[config.mk]
export PLATFORM = sky130hd
export DESIGN_NAME = integer_square_root_core
export DESIGN_NICKNAME = d
export VERILOG_FILES = /design/src/isq_pkg.sv /design/src/integer_square_root_core.sv /design/src/isq_stage.sv
export SDC_FILE = /design/constraint.sdc
export NUM_CORES = 1
export LEC_CHECK = 0
export BUFFER_PORTS_ARGS = -buffer_cell sky130_fd_sc_hd__buf_2
export CAP_MARGIN = 20
export CORE_AREA = 10 10 294 296
export CTS_BUF_LIST = sky130_fd_sc_hd__clkbuf_2
export DETAILED_ROUTE_END_ITERATION = 16
export DIE_AREA = 0 0 304 306
export HOLD_SLACK_MARGIN = 0.02
export PLACE_DENSITY = 0.61
export SLEW_MARGIN = 20
export SYNTH_ARGS = -nofsm -noshare
export SYNTH_HDL_FRONTEND = slang
export SYNTH_HIERARCHICAL = 1
export SYNTH_SLANG_ARGS = --single-unit
[constraint.sdc]
create_clock -name clk -period 10.7 [get_ports clk]
set_input_delay 0.535 -clock clk [delete_from_list [all_inputs] [get_ports clk]]
set_output_delay 0.535 -clock clk [all_outputs]
set_load 0.03 [all_outputs]
[src/isq_pkg.sv]
// ----------------------------------------------------------------------------
// isq_pkg
// Shared constants for the integer square root pipeline.
// ----------------------------------------------------------------------------
`default_nettype none

package isq_pkg;

    // Width of the emitted root field; wider roots wrap to these low bits.
    localparam int ROOT_WIDTH = 16;

    // Root digits resolved in each pipeline stage.
    localparam int STEPS_PER_STAGE = 2;

endpackage : isq_pkg

`default_nettype wire

[src/integer_square_root_core.sv]
// ----------------------------------------------------------------------------
// integer_square_root_core
// Pipelined floor square root of an unsigned radicand, one request per cycle while out_ready is high.
// ----------------------------------------------------------------------------
//
//  channel   direction  handshake             payload
//  -------   ---------  --------------------  ------------------------------
//  input     in         in_valid / in_ready   radicand [RADICAND_WIDTH-1:0]
//  output    out        out_valid / out_ready root [15:0]
//
//  Rate: one request enters per cycle while out_ready is high; the digit
//  pipeline resolves two root bits per stage (eight stages at the
//  default width of 32).
//  Reset: rst_n clears only the stage valid bits; no clearing pass.
//  Stalls: a low out_ready holds the unbroken run of full stages at the
//  output end; ready ripples back so empty stages still fill, and nothing is dropped or repeated.
//
// The radicand is zero-extended to an even width; each stage brings down
// bit pairs and performs restoring digit steps on a narrow remainder.
// Roots wider than 16 bits wrap to their low 16 bits.
// ----------------------------------------------------------------------------
`default_nettype none

module integer_square_root_core #(
    parameter int RADICAND_WIDTH = 32
) (
    input  wire logic                      clk,
    input  wire logic                      rst_n,
    input  wire logic                      in_valid,
    output logic                           in_ready,
    input  wire logic [RADICAND_WIDTH-1:0] radicand,
    output logic                           out_valid,
    input  wire logic                      out_ready,
    output logic [isq_pkg::ROOT_WIDTH-1:0] root
);

    // Root bits, even-padded radicand width and stage count.
    localparam int ROOT_BITS  = (RADICAND_WIDTH + 1) / 2;
    localparam int PAD_WIDTH  = 2 * ROOT_BITS;
    localparam int NUM_STAGES =
        (ROOT_BITS + isq_pkg::STEPS_PER_STAGE - 1) / isq_pkg::STEPS_PER_STAGE;

    // Index 0 is the input port side; index NUM_STAGES is the last register.
    logic                 valid_s [0:NUM_STAGES];
    logic                 ready_s [0:NUM_STAGES];
    logic [PAD_WIDTH-1:0] rad_s   [0:NUM_STAGES];
    logic [ROOT_BITS:0]   rem_s   [0:NUM_STAGES];
    logic [ROOT_BITS-1:0] root_s  [0:NUM_STAGES];

    // Feed the first stage with the padded radicand and a clear remainder.
    assign valid_s[0] = in_valid;
    assign in_ready   = ready_s[0];
    assign rad_s[0]   = PAD_WIDTH'(radicand);
    assign rem_s[0]   = '0;
    assign root_s[0]  = '0;

    for (genvar s = 0; s < NUM_STAGES; s++)
    begin : g_stage
        // The last stage takes whatever digits remain.
        localparam int LEFT  = ROOT_BITS - s * isq_pkg::STEPS_PER_STAGE;
        localparam int STEPS = (LEFT < isq_pkg::STEPS_PER_STAGE)
                             ? LEFT : isq_pkg::STEPS_PER_STAGE;

        isq_stage #(
            .PAD_WIDTH (PAD_WIDTH),
            .ROOT_BITS (ROOT_BITS),
            .STEPS     (STEPS)
        ) u_stage (
            .clk       (clk),
            .rst_n     (rst_n),
            .in_valid  (valid_s[s]),
            .in_ready  (ready_s[s]),
            .in_rad    (rad_s[s]),
            .in_rem    (rem_s[s]),
            .in_root   (root_s[s]),
            .out_valid (valid_s[s+1]),
            .out_ready (ready_s[s+1]),
            .out_rad   (rad_s[s+1]),
            .out_rem   (rem_s[s+1]),
            .out_root  (root_s[s+1])
        );
    end

    // Drive the result channel from the last stage; wrap or extend the root.
    assign ready_s[NUM_STAGES] = out_ready;
    assign out_valid           = valid_s[NUM_STAGES];
    assign root                = isq_pkg::ROOT_WIDTH'(root_s[NUM_STAGES]);

    // A downstream that takes results never back-pressures the input.
    a_ready_passes : assert property (@(posedge clk) disable iff (!rst_n)
        out_ready |-> in_ready)
        else $error("input stalled while output is ready");

    // A refused request means every stage is full and the output blocked.
    a_stall_full : assert property (@(posedge clk) disable iff (!rst_n)
        (in_valid && !in_ready) |-> (out_valid && !out_ready))
        else $error("input stalled with room in the pipeline");

    // A finished root leaves a remainder of at most twice the root.
    a_rem_bound : assert property (@(posedge clk) disable iff (!rst_n)
        out_valid |-> (rem_s[NUM_STAGES] <= {root_s[NUM_STAGES], 1'b0}))
        else $error("final remainder exceeds twice the root");

    // Every radicand bit pair has been consumed by the last stage.
    a_rad_spent : assert property (@(posedge clk) disable iff (!rst_n)
        out_valid |-> (rad_s[NUM_STAGES] == '0))
        else $error("radicand bits left unconsumed");

endmodule : integer_square_root_core

`default_nettype wire

[src/isq_stage.sv]
// ----------------------------------------------------------------------------
// isq_stage
// One register stage of the digit pipeline: resolves a few root bits by
// restoring digit steps and holds the partial result under valid/ready.
// ----------------------------------------------------------------------------
`default_nettype none

module isq_stage #(
    parameter int PAD_WIDTH  = 32,
    parameter int ROOT_BITS  = 16,
    parameter int STEPS      = 2
) (
    input  wire logic                  clk,
    input  wire logic                  rst_n,
    input  wire logic                  in_valid,
    output logic                       in_ready,
    input  wire logic [PAD_WIDTH-1:0]  in_rad,
    input  wire logic [ROOT_BITS:0]    in_rem,
    input  wire logic [ROOT_BITS-1:0]  in_root,
    output logic                       out_valid,
    input  wire logic                  out_ready,
    output logic [PAD_WIDTH-1:0]       out_rad,
    output logic [ROOT_BITS:0]         out_rem,
    output logic [ROOT_BITS-1:0]       out_root
);

    localparam int CAND_WIDTH = ROOT_BITS + 3;

    logic                  valid_reg;
    logic [PAD_WIDTH-1:0]  rad_reg;
    logic [ROOT_BITS:0]    rem_reg;
    logic [ROOT_BITS-1:0]  root_reg;

    logic [PAD_WIDTH-1:0]  rad_next;
    logic [ROOT_BITS:0]    rem_next;
    logic [ROOT_BITS-1:0]  root_next;

    logic [PAD_WIDTH-1:0]  rad_c  [0:STEPS];
    logic [ROOT_BITS:0]    rem_c  [0:STEPS];
    logic [ROOT_BITS-1:0]  root_c [0:STEPS];
    logic [CAND_WIDTH-1:0] cand   [0:STEPS-1];
    logic [CAND_WIDTH-1:0] trial  [0:STEPS-1];
    logic [CAND_WIDTH-1:0] diff   [0:STEPS-1];

    // Take a new request whenever this stage is empty or drains this cycle.
    assign in_ready = !valid_reg || out_ready;

    always_comb
    begin
        rad_c[0]  = in_rad;
        rem_c[0]  = in_rem;
        root_c[0] = in_root;
        for (int k = 0; k < STEPS; k++)
        begin
            // Bring down the next pair of radicand bits and try root:01.
            cand[k]  = {rem_c[k], rad_c[k][PAD_WIDTH-1:PAD_WIDTH-2]};
            trial[k] = {1'b0, root_c[k], 2'b01};
            diff[k]  = cand[k] - trial[k];
            rad_c[k+1] = {rad_c[k][PAD_WIDTH-3:0], 2'b00};
            if (cand[k] >= trial[k])
            begin
                rem_c[k+1]  = diff[k][ROOT_BITS:0];
                root_c[k+1] = {root_c[k][ROOT_BITS-2:0], 1'b1};
            end
            else
            begin
                rem_c[k+1]  = cand[k][ROOT_BITS:0];
                root_c[k+1] = {root_c[k][ROOT_BITS-2:0], 1'b0};
            end
        end
        rad_next  = rad_c[STEPS];
        rem_next  = rem_c[STEPS];
        root_next = root_c[STEPS];
    end

    always_ff @(posedge clk or negedge rst_n)
    begin
        if (!rst_n)
        begin
            valid_reg <= 1'b0;
        end
        else if (in_ready)
        begin
            valid_reg <= in_valid;
        end
    end

    always_ff @(posedge clk)
    begin
        if (in_ready && in_valid)
        begin
            rad_reg  <= rad_next;
            rem_reg  <= rem_next;
            root_reg <= root_next;
        end
    end

    assign out_valid = valid_reg;
    assign out_rad   = rad_reg;
    assign out_rem   = rem_reg;
    assign out_root  = root_reg;

endmodule : isq_stage

`default_nettype wire

# Word level (Yosys, flattened, before mapping)
# Index checks and enable logic that the tools add are counted.
[totals]
ff_bits = 311
input_bits = 36
output_inout_bits = 18
word_cells = 116
[classes]
add_sub_neg = 15
order_cmp = 16
n_mux = 31
n_reduce_logical = 24
[ops]
columns = ["cell", "count"]
rows = [
  ["$mux W17", 15],
  ["$ge A19 B10 Y1", 1],
  ["$ge A19 B11 Y1", 1],
  ["$ge A19 B12 Y1", 1],
  ["$ge A19 B13 Y1", 1],
  ["$ge A19 B14 Y1", 1],
  ["$ge A19 B15 Y1", 1],
  ["$ge A19 B16 Y1", 1],
  ["$ge A19 B17 Y1", 1],
  ["$ge A19 B3 Y1", 1],
  ["$ge A19 B4 Y1", 1],
  ["$ge A19 B5 Y1", 1],
  ["$ge A19 B6 Y1", 1],
  ["$ge A19 B7 Y1", 1],
  ["$ge A19 B8 Y1", 1],
  ["$ge A19 B9 Y1", 1],
  ["$sub A17 B10 Y17", 1],
  ["$sub A17 B11 Y17", 1],
  ["$sub A17 B12 Y17", 1],
  ["$sub A17 B13 Y17", 1],
  ["$sub A17 B14 Y17", 1],
  ["$sub A17 B15 Y17", 1],
  ["$sub A17 B16 Y17", 1],
  ["$sub A17 B3 Y17", 1],
  ["other kinds (12)", 48],
]

# Depth between registers and ports, before layout
# Gate-level depths: netlist of the first run.
[depth]
depth_word = 10
depth_mapped = 24
ltp_nobuf = 22

# Modules after synthesis
# Netlist of the first run, hierarchy kept.
[by_module_without_submodules]
columns = ["mod", "n_inst", "cells_each", "area_each_um2", "seq_area_each_um2"]
rows = [
  ["isq_stage at g_stage[0].u_stage ...", 7, 371, 3995.1, 1856.8],
  ["isq_stage at g_stage[3].u_stage", 1, 372, 3980.1, 1856.8],
  ["integer_square_root_core", 1, 1, 3.8, 0.0],
]

# Worst setup path after synthesis of the first run
# OpenSTA, ideal clock, no wires.
[synth_path]
kind = "reg2reg"
from = "register g_stage[2].u_stage.rem_reg[4]"
to = "register g_stage[3].u_stage.rem_reg[11] (data pin)"
setup_time_ps = 260
t_arrival_ps = 4545
required_time_ps = 10440
setup_slack_ps = 5895
path_stages_with_launch = 21
path_buffers = 3
period_less_slack_ps = 4805
cell_sequence = "edfxtp_1 ha_1 and4_4 o22a_4 a2111oi_4 o21ai_2 inv_1 clkbuf_1 o21ai_0 ha_1 a21oi_1 nor2b_1 o21ai_0 nand2b_1 a211oi_1 nor2_1 or4_1 a211o_1 buf_6 buf_6 mux2_4"
[synth_via]
elab_chain_len = 4
elab_cells_between_ends = 7
cone_classes = "add/sub (2); order compare (2); mux (3)"
[synth_lines]
columns = ["element", "line", "rtl"]
rows = [
  ["start, declared", "isq_stage.sv:31", "logic [ROOT_BITS:0] rem_reg;"],
  ["start signal, assigned", "isq_stage.sv:93", "rem_reg <= rem_next;"],
  ["$sub A17 B8 Y17 / $ge A19 B8 Y1 (equally long branches)", "isq_stage.sv:58, isq_stage.sv:60", ""],
  ["$mux W17 / $mux W1 (equally long branches)", "isq_stage.sv:60", "if (cand[k] >= trial[k])"],
  ["$sub A17 B9 Y17 / $ge A19 B9 Y1 (equally long branches)", "isq_stage.sv:58, isq_stage.sv:60", ""],
  ["$mux W17 (*)", "isq_stage.sv:60", ""],
  ["named net g_stage[3].u_stage.rem_next[11]", "isq_stage.sv:35", "logic [ROOT_BITS:0] rem_next;"],
  ["end signal, assigned", "isq_stage.sv:93", ""],
  ["end, declared", "isq_stage.sv:31", ""],
]
# Mark *: on every way through the listed nets, which the timed path passes. The rest lies on a longest branch.
# A chain may end at the register's enable or synchronous reset.

==> results of run 1 <==
per-stage QoR:
step / worst slack [ns] / cells / instance area [um^2] / hold WS, ns
after floorplan: 5.89 / 2771 / 27400 / 0.239
after CTS: 4.53 / 4053 / 30200 / 0.0208
after global placement: 4.63 / 3831 / 28700 / 0.401
after detailed placement: 4.52 / 3831 / 28700 / 0.405
final: 4.52 / 4057 / 30200 / 0.226
after global routing: 3.94 / 4057 / 30200 / 0.116
cell usage in the layout, fill, tap and decap left out, drive strengths merged, types with 62 or more instances in the layout:
cell      n
edfxtp  359
ha      287
a21oi   251
inv     218
nand2   203
nor2    171
o21ai   161
a21o    131
clkbuf  126
xnor2   120
xor2     85
o21a     79
conb     63
nor3     62
area by class of cell:
type | instances | area share, %
diodes | 4 | 0.0332
clock buffers | 126 | 2.09
clock inverters | 36 | 0.701
inverters | 216 | 2.69
multi-input cells | 2128 | 50.7
flip-flops and latches | 367 | 36.4
well taps | 1060 | 4.40
repair buffers | 120 | 3.04
metal layers:
layer	track usage (%)	up-vias
met3	2.23	116
met1	17.5	9529
li1	-	10500
met2	23.4	410
met5	0	-
met4	4.92	4
worst max-delay path, stage by stage, from the launching register on:
cell and delay [ns]:
sky130_fd_sc_hd__edfxtp_1 0.44, sky130_fd_sc_hd__inv_1 0.09, sky130_fd_sc_hd__ha_1 0.37, sky130_fd_sc_hd__nand4_1 0.18, sky130_fd_sc_hd__nor3_2 0.37, sky130_fd_sc_hd__o211ai_1 0.21, sky130_fd_sc_hd__nand3_2 0.45, sky130_fd_sc_hd__inv_1 0.37
sky130_fd_sc_hd__o21ai_0 0.39, sky130_fd_sc_hd__ha_1 0.35, sky130_fd_sc_hd__a21o_1 0.20, sky130_fd_sc_hd__a21o_1 0.16, sky130_fd_sc_hd__a21o_1 0.22, sky130_fd_sc_hd__nor3b_1 0.23, sky130_fd_sc_hd__o211ai_2 0.11, sky130_fd_sc_hd__o211ai_1 0.19
sky130_fd_sc_hd__o221a_1 0.92, sky130_fd_sc_hd__inv_1 0.28, sky130_fd_sc_hd__mux2_2 0.36
sequential cells by signal, summed over array words and instances (netlist names):
signal and flops:
g_stage.u_stage/out_rem 119, g_stage.u_stage/out_root 128, g_stage.u_stage/out_rad 112, g_stage.u_stage/out_valid 8
path summary, 6_finish.rpt:
path / startpoint / end / slack (ns) / cells after the start
setup reg to reg: g_stage[3].u_stage/out_root[11]$_DFFE_PP_ / g_stage[4].u_stage/out_rem[15]$_DFFE_PP_ / 4.52 / 18
min in group asynchronous: rst_n / g_stage[7].u_stage/out_valid$_DFFE_PN0N_ / 0.44 / 3
max in group asynchronous: rst_n / g_stage[4].u_stage/out_valid$_DFFE_PN0N_ / 9.88 / 3
hold reg to reg: g_stage[2].u_stage/out_rad[19]$_DFFE_PP_ / g_stage[3].u_stage/out_rad[23]$_DFFE_PP_ / 0.28 / 0
setup / recovery: g_stage[3].u_stage/out_root[11]$_DFFE_PP_ / g_stage[4].u_stage/out_rem[15]$_DFFE_PP_ / 4.52 / 18
hold / removal: radicand[3] / g_stage[0].u_stage/out_rad[7]$_DFFE_PP_ / 0.23 / 2
what timing repair did:
action | in CTS | in global routing
endpoints found under the setup margin | 0 | 0
endpoints found under the hold margin | 49 | 0
hold buffers | 60 | 0
setup buffers | 0 | 0
==> results by stage, run 1 <==
Status:
- The run finished with clean final reports.

STA:
- The final critical path time including I/O delays and setup is 6.18 ns.
- Setup repair after global routing left no endpoint under its margin.
- The max-slew violation count is 0.
- For the pin with the worst max-slew slack, the measured transition is 1.03 ns.
- Setup violations remaining at the end of the flow were counted as 0.
- Static timing analysis puts the maximum clock frequency at 0.162 GHz.
- The worst max-slew margin expressed relative to the limit is 31.6%.
- The clock arrives with 0.161 ns of skew.
- The final hold violation count is 0.
- Adding up every negative setup slack in the final design gives 0 ns.
- The post-route clock period utilization is 57.8%.

Placed design:
- Port buffering added 53 buffers.
- At the end of routability-driven placement, the weighted congestion stood at 0.867.
- The detailed placement HPWL is 51500 um.

Clocking:
- The H-tree was split into 3 levels.
- The clock tree from TritonCTS is yes.
- Once the clock tree was built, the resizer swapped 0 gates to a different size.
- The clock root buffer master is sky130_fd_sc_hd__clkbuf_2.
- The clock latency reported for the late side of the worst-skew pair is 1.18 ns.
- The clock edge transition at the registers on the reported setup and hold paths is 0.09 ns.
- The clock passes through at most 3 buffers.
- The sink count of the clock tree is 367.
- Counting the buffers created by CTS gives 97.

Layout:
- The sequential standard cell area is 11000 um^2.
- The count of nets after finishing is 3253.
- The area growth from synthesis to layout is 11.1%.
- The final design utilization is 37.6%.
- The number of filler cells placed in the layout is 8045.
- Of the cells placed in the final design, the portion with a size suffix greater than 1 is 11.0%.
- The multi-input gate area in the final layout is 15300 um^2.

Critical path:
- The data arrival time of the worst path is 7.01 ns.
- The required time of the critical path is 11.52 ns.
- STA classifies the critical path startpoint as a flip-flop.
- The critical path is of the reg -> reg type.
- The maximum fanout along the worst path is 27.
- The worst setup path is captured at a flip-flop.

GRT:
- The number of global-route vias before repair was 20100.
- Global routing used 13.8% of the available tracks.
- The leftover overflow at the end of global routing is 0.
- The initial antenna violation count is 5.
- Entering global routing, the biggest net connects 62 pins.
- The wire length of the first global-routing pass is 105000 um.

Detailed routing:
- The via total after detailed routing is 20500.
- The number of vias per cell is 5.06.
- The number of DRC violations after detailed routing is 0.
- Summed over all nets, wire length on met3 after detailed routing comes to 2800 um.
- The starting DRC count in detailed routing is 1159.
- Dividing the detail-routed wire length by the instance count gives 16.4 um.
- The routed metal-1 wire length is 30300 um.
- The met2 wirelength from detailed routing is 31400 um.
- Summed over all layers, the routed wires come to 66400 um.
- The highest layer touched by signal routing is met5.
- The number of detailed-routing iterations run before antenna repair is 6.
- In this run the remaining antenna-violating nets after routing total 0.

Die:
- The initial core utilization is 33.8%.
- The die covers 93000 um^2.
- 54 I/O pins were placed.
- Row generation in the floorplan step produced 104 rows.
- The die boundary height is 306 um.
- The die extent in x is 304 um.
- The placeable core region is 80300 um^2.

Logic synthesis:
- In the synthesized netlist, the number of instances is 2709.
- The number of warnings printed during yosys synthesis is 6.
- Summing every instance area after synthesis gives 27200 um^2.
- Dividing the synthesized area by the synthesized cell count gives 10.0 um^2.

Min path:
- The min-delay analysis places its worst path in the category in -> reg.

Job:
- The max-capacitance violation count is 0.
Power of run 1 is not shown: default switching activity piles up to over one toggle a cycle in this logic, so the estimate is an artifact.
==> run 2, diff against run 1 <==
--- a/config.mk
+++ b/config.mk
@@ -12,7 +12,7 @@
 export DETAILED_ROUTE_END_ITERATION = 16
 export DIE_AREA = 0 0 304 306
 export HOLD_SLACK_MARGIN = 0.02
-export PLACE_DENSITY = 0.61
+export PLACE_DENSITY = 0.63
 export SLEW_MARGIN = 20
 export SYNTH_ARGS = -nofsm -noshare
 export SYNTH_HDL_FRONTEND = slang
==> constraint.sdc (replaced) <==
create_clock -name clk -period 5.4 [get_ports clk]
set_input_delay 0.27 -clock clk [delete_from_list [all_inputs] [get_ports clk]]
set_output_delay 0.27 -clock clk [all_outputs]
set_load 0.03 [all_outputs]
==> results by stage, run 2 (same netlist as run 1, synthesis figures left out) <==
Layout:
- In the final layout, the share of cells above drive strength 1 is 12.3%.
- Cells fill 38.1% of the core in the end.
- The area added between synthesis and finish is 12.7%.
- The flip-flop count of the largest register after layout is 128.
- In the layout the commonest cells are 359 x sky130_fd_sc_hd__edfxtp_1, 287 x sky130_fd_sc_hd__ha_1, 244 x sky130_fd_sc_hd__a21oi_1.
- The count of nets after finishing is 3300.
- The most frequent standard cell in the layout excluding fill and tap cells is sky130_fd_sc_hd__edfxtp_1.

GRT:
- The first global-routing pass estimated 107000 um of wire.
- The fraction of met2 tracks used by global routing is 23.9%.
- The initial antenna violation count was 1.
- The global-route total usage across every layer is 13.9%.
- Entering global routing, the biggest net connects 50 pins.
- The met1 usage is 17.5%.
- The met3 routing resource usage after global routing is 2.26%.
- The number of global-route vias before repair is 20600.
- In this run the most used layer during global routing was met2.
- The total overflow left after global routing is 0.

Placed design:
- The routability congestion estimate is 0.883.
- The detailed placement HPWL is 52200 um.
- The number of buffer cells added on primary ports is 53.

STA:
- The maximum clock skew at final layout is 0.165 ns.
- The max-slew violation count was 0.
- The count of final setup violators is 0.
- The worst max-slew margin expressed relative to the limit is 31.4%.
- Timing would allow up to 0.197 GHz.
- The transition time of the tightest slew-check pin is 1.03 ns.
- After routing, the total negative slack on setup checks comes to 0 ns.
- Setup repair after global routing left no endpoint under its margin.
- The post-route clock period utilization is 94.2%.
- The final critical path time including I/O delays and setup is 5.09 ns.
- The final hold violation count is 0.

Detailed routing:
- The final layout contains routed wiring with a total length of 66600 um.
- The number of DRC violations after detailed routing is 0.
- The number of detailed-routing iterations run before antenna repair is 8.
- The via total after detailed routing is 20600.
- Using the TritonRoute via totals, the vias-per-cell ratio works out to 5.01.
- Dividing the detail-routed wire length by the instance count gives 16.2 um.
- In this run the remaining antenna-violating nets after routing total 0.
- After the first detailed-routing iteration, the DRC count stood at 1049.

Die:
- The number of cell rows is 104.
- The overall die area is 93000 um^2.
- The initial core utilization is 33.8%.
- The die extent in x is 304 um.
- Pin placement for this block handled 54 I/O pins.
- Measured along the y axis, the die boundary spans 306 um.
- The placeable core region is 80300 um^2.

Clocking:
- The longest clock path from root to sink contains 3 buffers.
- Buffers inserted during clock tree synthesis total 98.
- Clock latency on the worst-skew pair, taken at its later pin, is 1.13 ns.
- TritonCTS built the clock tree.
- The number of H-tree branching levels is 3.
- The clock root buffer master is sky130_fd_sc_hd__clkbuf_2.
- The clock edge transition at the registers on the reported setup and hold paths is 0.09 ns.
- The sink count of the clock tree is 367.

Critical path:
- The setup check on the worst reg-to-reg path leaves a slack of 0.31 ns.
- The data arrival time of the worst path is 5.86 ns.
- The startpoint type of the worst setup path is a flip-flop.
- The path depth of the worst reg2reg path is 19.
- The endpoint of the worst-slack reg-to-reg timing path is g_stage[3].u_stage/out_rem[5]$_DFFE_PP_.
- The worst setup path is captured at a flip-flop.
- In this run the critical register-to-register path is launched from g_stage[2].u_stage/out_root[4]$_DFFE_PP_.
- Along the worst path, the maximum fanout reaches 22.
- The required time of the critical path is 6.17 ns.
- The startpoint-to-endpoint class of the critical path is reg -> reg.

Min path:
- The path class of the tightest hold or removal check is in -> async.

Job:
- The max-capacitance violation count is 0.

Status:
- The flow ran to the end, and the final reports show no timing, DRC or antenna violations.
run 2: cell count changes in the layout (fill, tap and decap cells not counted), sizes merged:
cell         change
clkinv           +6
diode            -3
buf             +36
dlygate4sd3      +9
clkbuf           +9
run 2: worst max-delay path: stages (launching register included):
cell and delay [ns]:
sky130_fd_sc_hd__edfxtp_1 0.42, sky130_fd_sc_hd__inv_1 0.09, sky130_fd_sc_hd__ha_1 0.39, sky130_fd_sc_hd__and4_4 0.24, sky130_fd_sc_hd__o22a_4 0.24, sky130_fd_sc_hd__a2111oi_4 0.39
sky130_fd_sc_hd__o21ai_2 0.13, sky130_fd_sc_hd__inv_1 0.10, sky130_fd_sc_hd__buf_4 0.20, sky130_fd_sc_hd__a21oi_1 0.06, sky130_fd_sc_hd__nor2_1 0.26, sky130_fd_sc_hd__ha_1 0.39
sky130_fd_sc_hd__nand4_1 0.24, sky130_fd_sc_hd__nor4_1 0.10, sky130_fd_sc_hd__a21oi_1 0.15, sky130_fd_sc_hd__o21ai_1 0.06, sky130_fd_sc_hd__or4_1 0.47, sky130_fd_sc_hd__a211o_1 0.32
sky130_fd_sc_hd__buf_12 0.19, sky130_fd_sc_hd__mux2_2 0.27
run 2: layout make-up:
type	instances	area, um^2
inverters	216	815
repair inverters	1	7.51
well taps	1060	1330
clock inverters	41	213
diodes	1	2.50
repair buffers	165	1290
multi-input cells	2128	15300
clock buffers	135	676
flip-flops and latches	367	11000
fillers	8112	49700
run 2: routing by layer:
metal  vias to the layer above  routed length, um
met5                         -                  0
met4                         0               1830
met3                       112               2430
met2                       372              31900
met1                      9561              30400
li1                      10600                  -
run 2: worst max path at each step:
stage | slack [ns] | to | start | cells past startpoint
3_5_place_dp | 0.01 | g_stage[2].u_stage/out_rem[4]$_DFFE_PP_ | g_stage[1].u_stage/out_root[10]$_DFFE_PP_ | 18
5_1_grt | 0.004 | g_stage[4].u_stage/out_rem[6]$_DFFE_PP_ | g_stage[3].u_stage/out_root[2]$_DFFE_PP_ | 18
4_1_cts | 0.11 | g_stage[2].u_stage/out_rem[6]$_DFFE_PP_ | g_stage[1].u_stage/out_root[2]$_DFFE_PP_ | 18
2_1_floorplan | 0.59 | g_stage[3].u_stage/out_rem[11]$_DFFE_PP_ | g_stage[2].u_stage/out_rem[4]$_DFFE_PP_ | 20
6_report | 0.31 | g_stage[3].u_stage/out_rem[5]$_DFFE_PP_ | g_stage[2].u_stage/out_root[4]$_DFFE_PP_ | 19
3_3_place_gp | 0.06 | g_stage[2].u_stage/out_rem[4]$_DFFE_PP_ | g_stage[1].u_stage/out_root[7]$_DFFE_PP_ | 18
run 2: stage by stage:
stage	setup slack (ns)	instances	area, um^2	hold slack (ns)
4_1_cts	0.109	4110	30600	0.0561
5_1_grt	0.00448	4114	30600	0.127
2_1_floorplan	0.595	2771	27400	-0.0256
3_3_place_gp	0.0628	3865	29000	0.155
6_report	0.313	4114	30600	0.186
3_5_place_dp	0.0100	3865	29000	0.157
run 2: timing repair:
action | in CTS | in global routing
endpoints found under the setup margin | 0 | 24
hold endpoints to repair | 85 | 0
resized for setup | 0 | 9
hold buffers | 69 | 0
buffers inserted | 0 | 2
Power of run 2 is left out for the same reason.
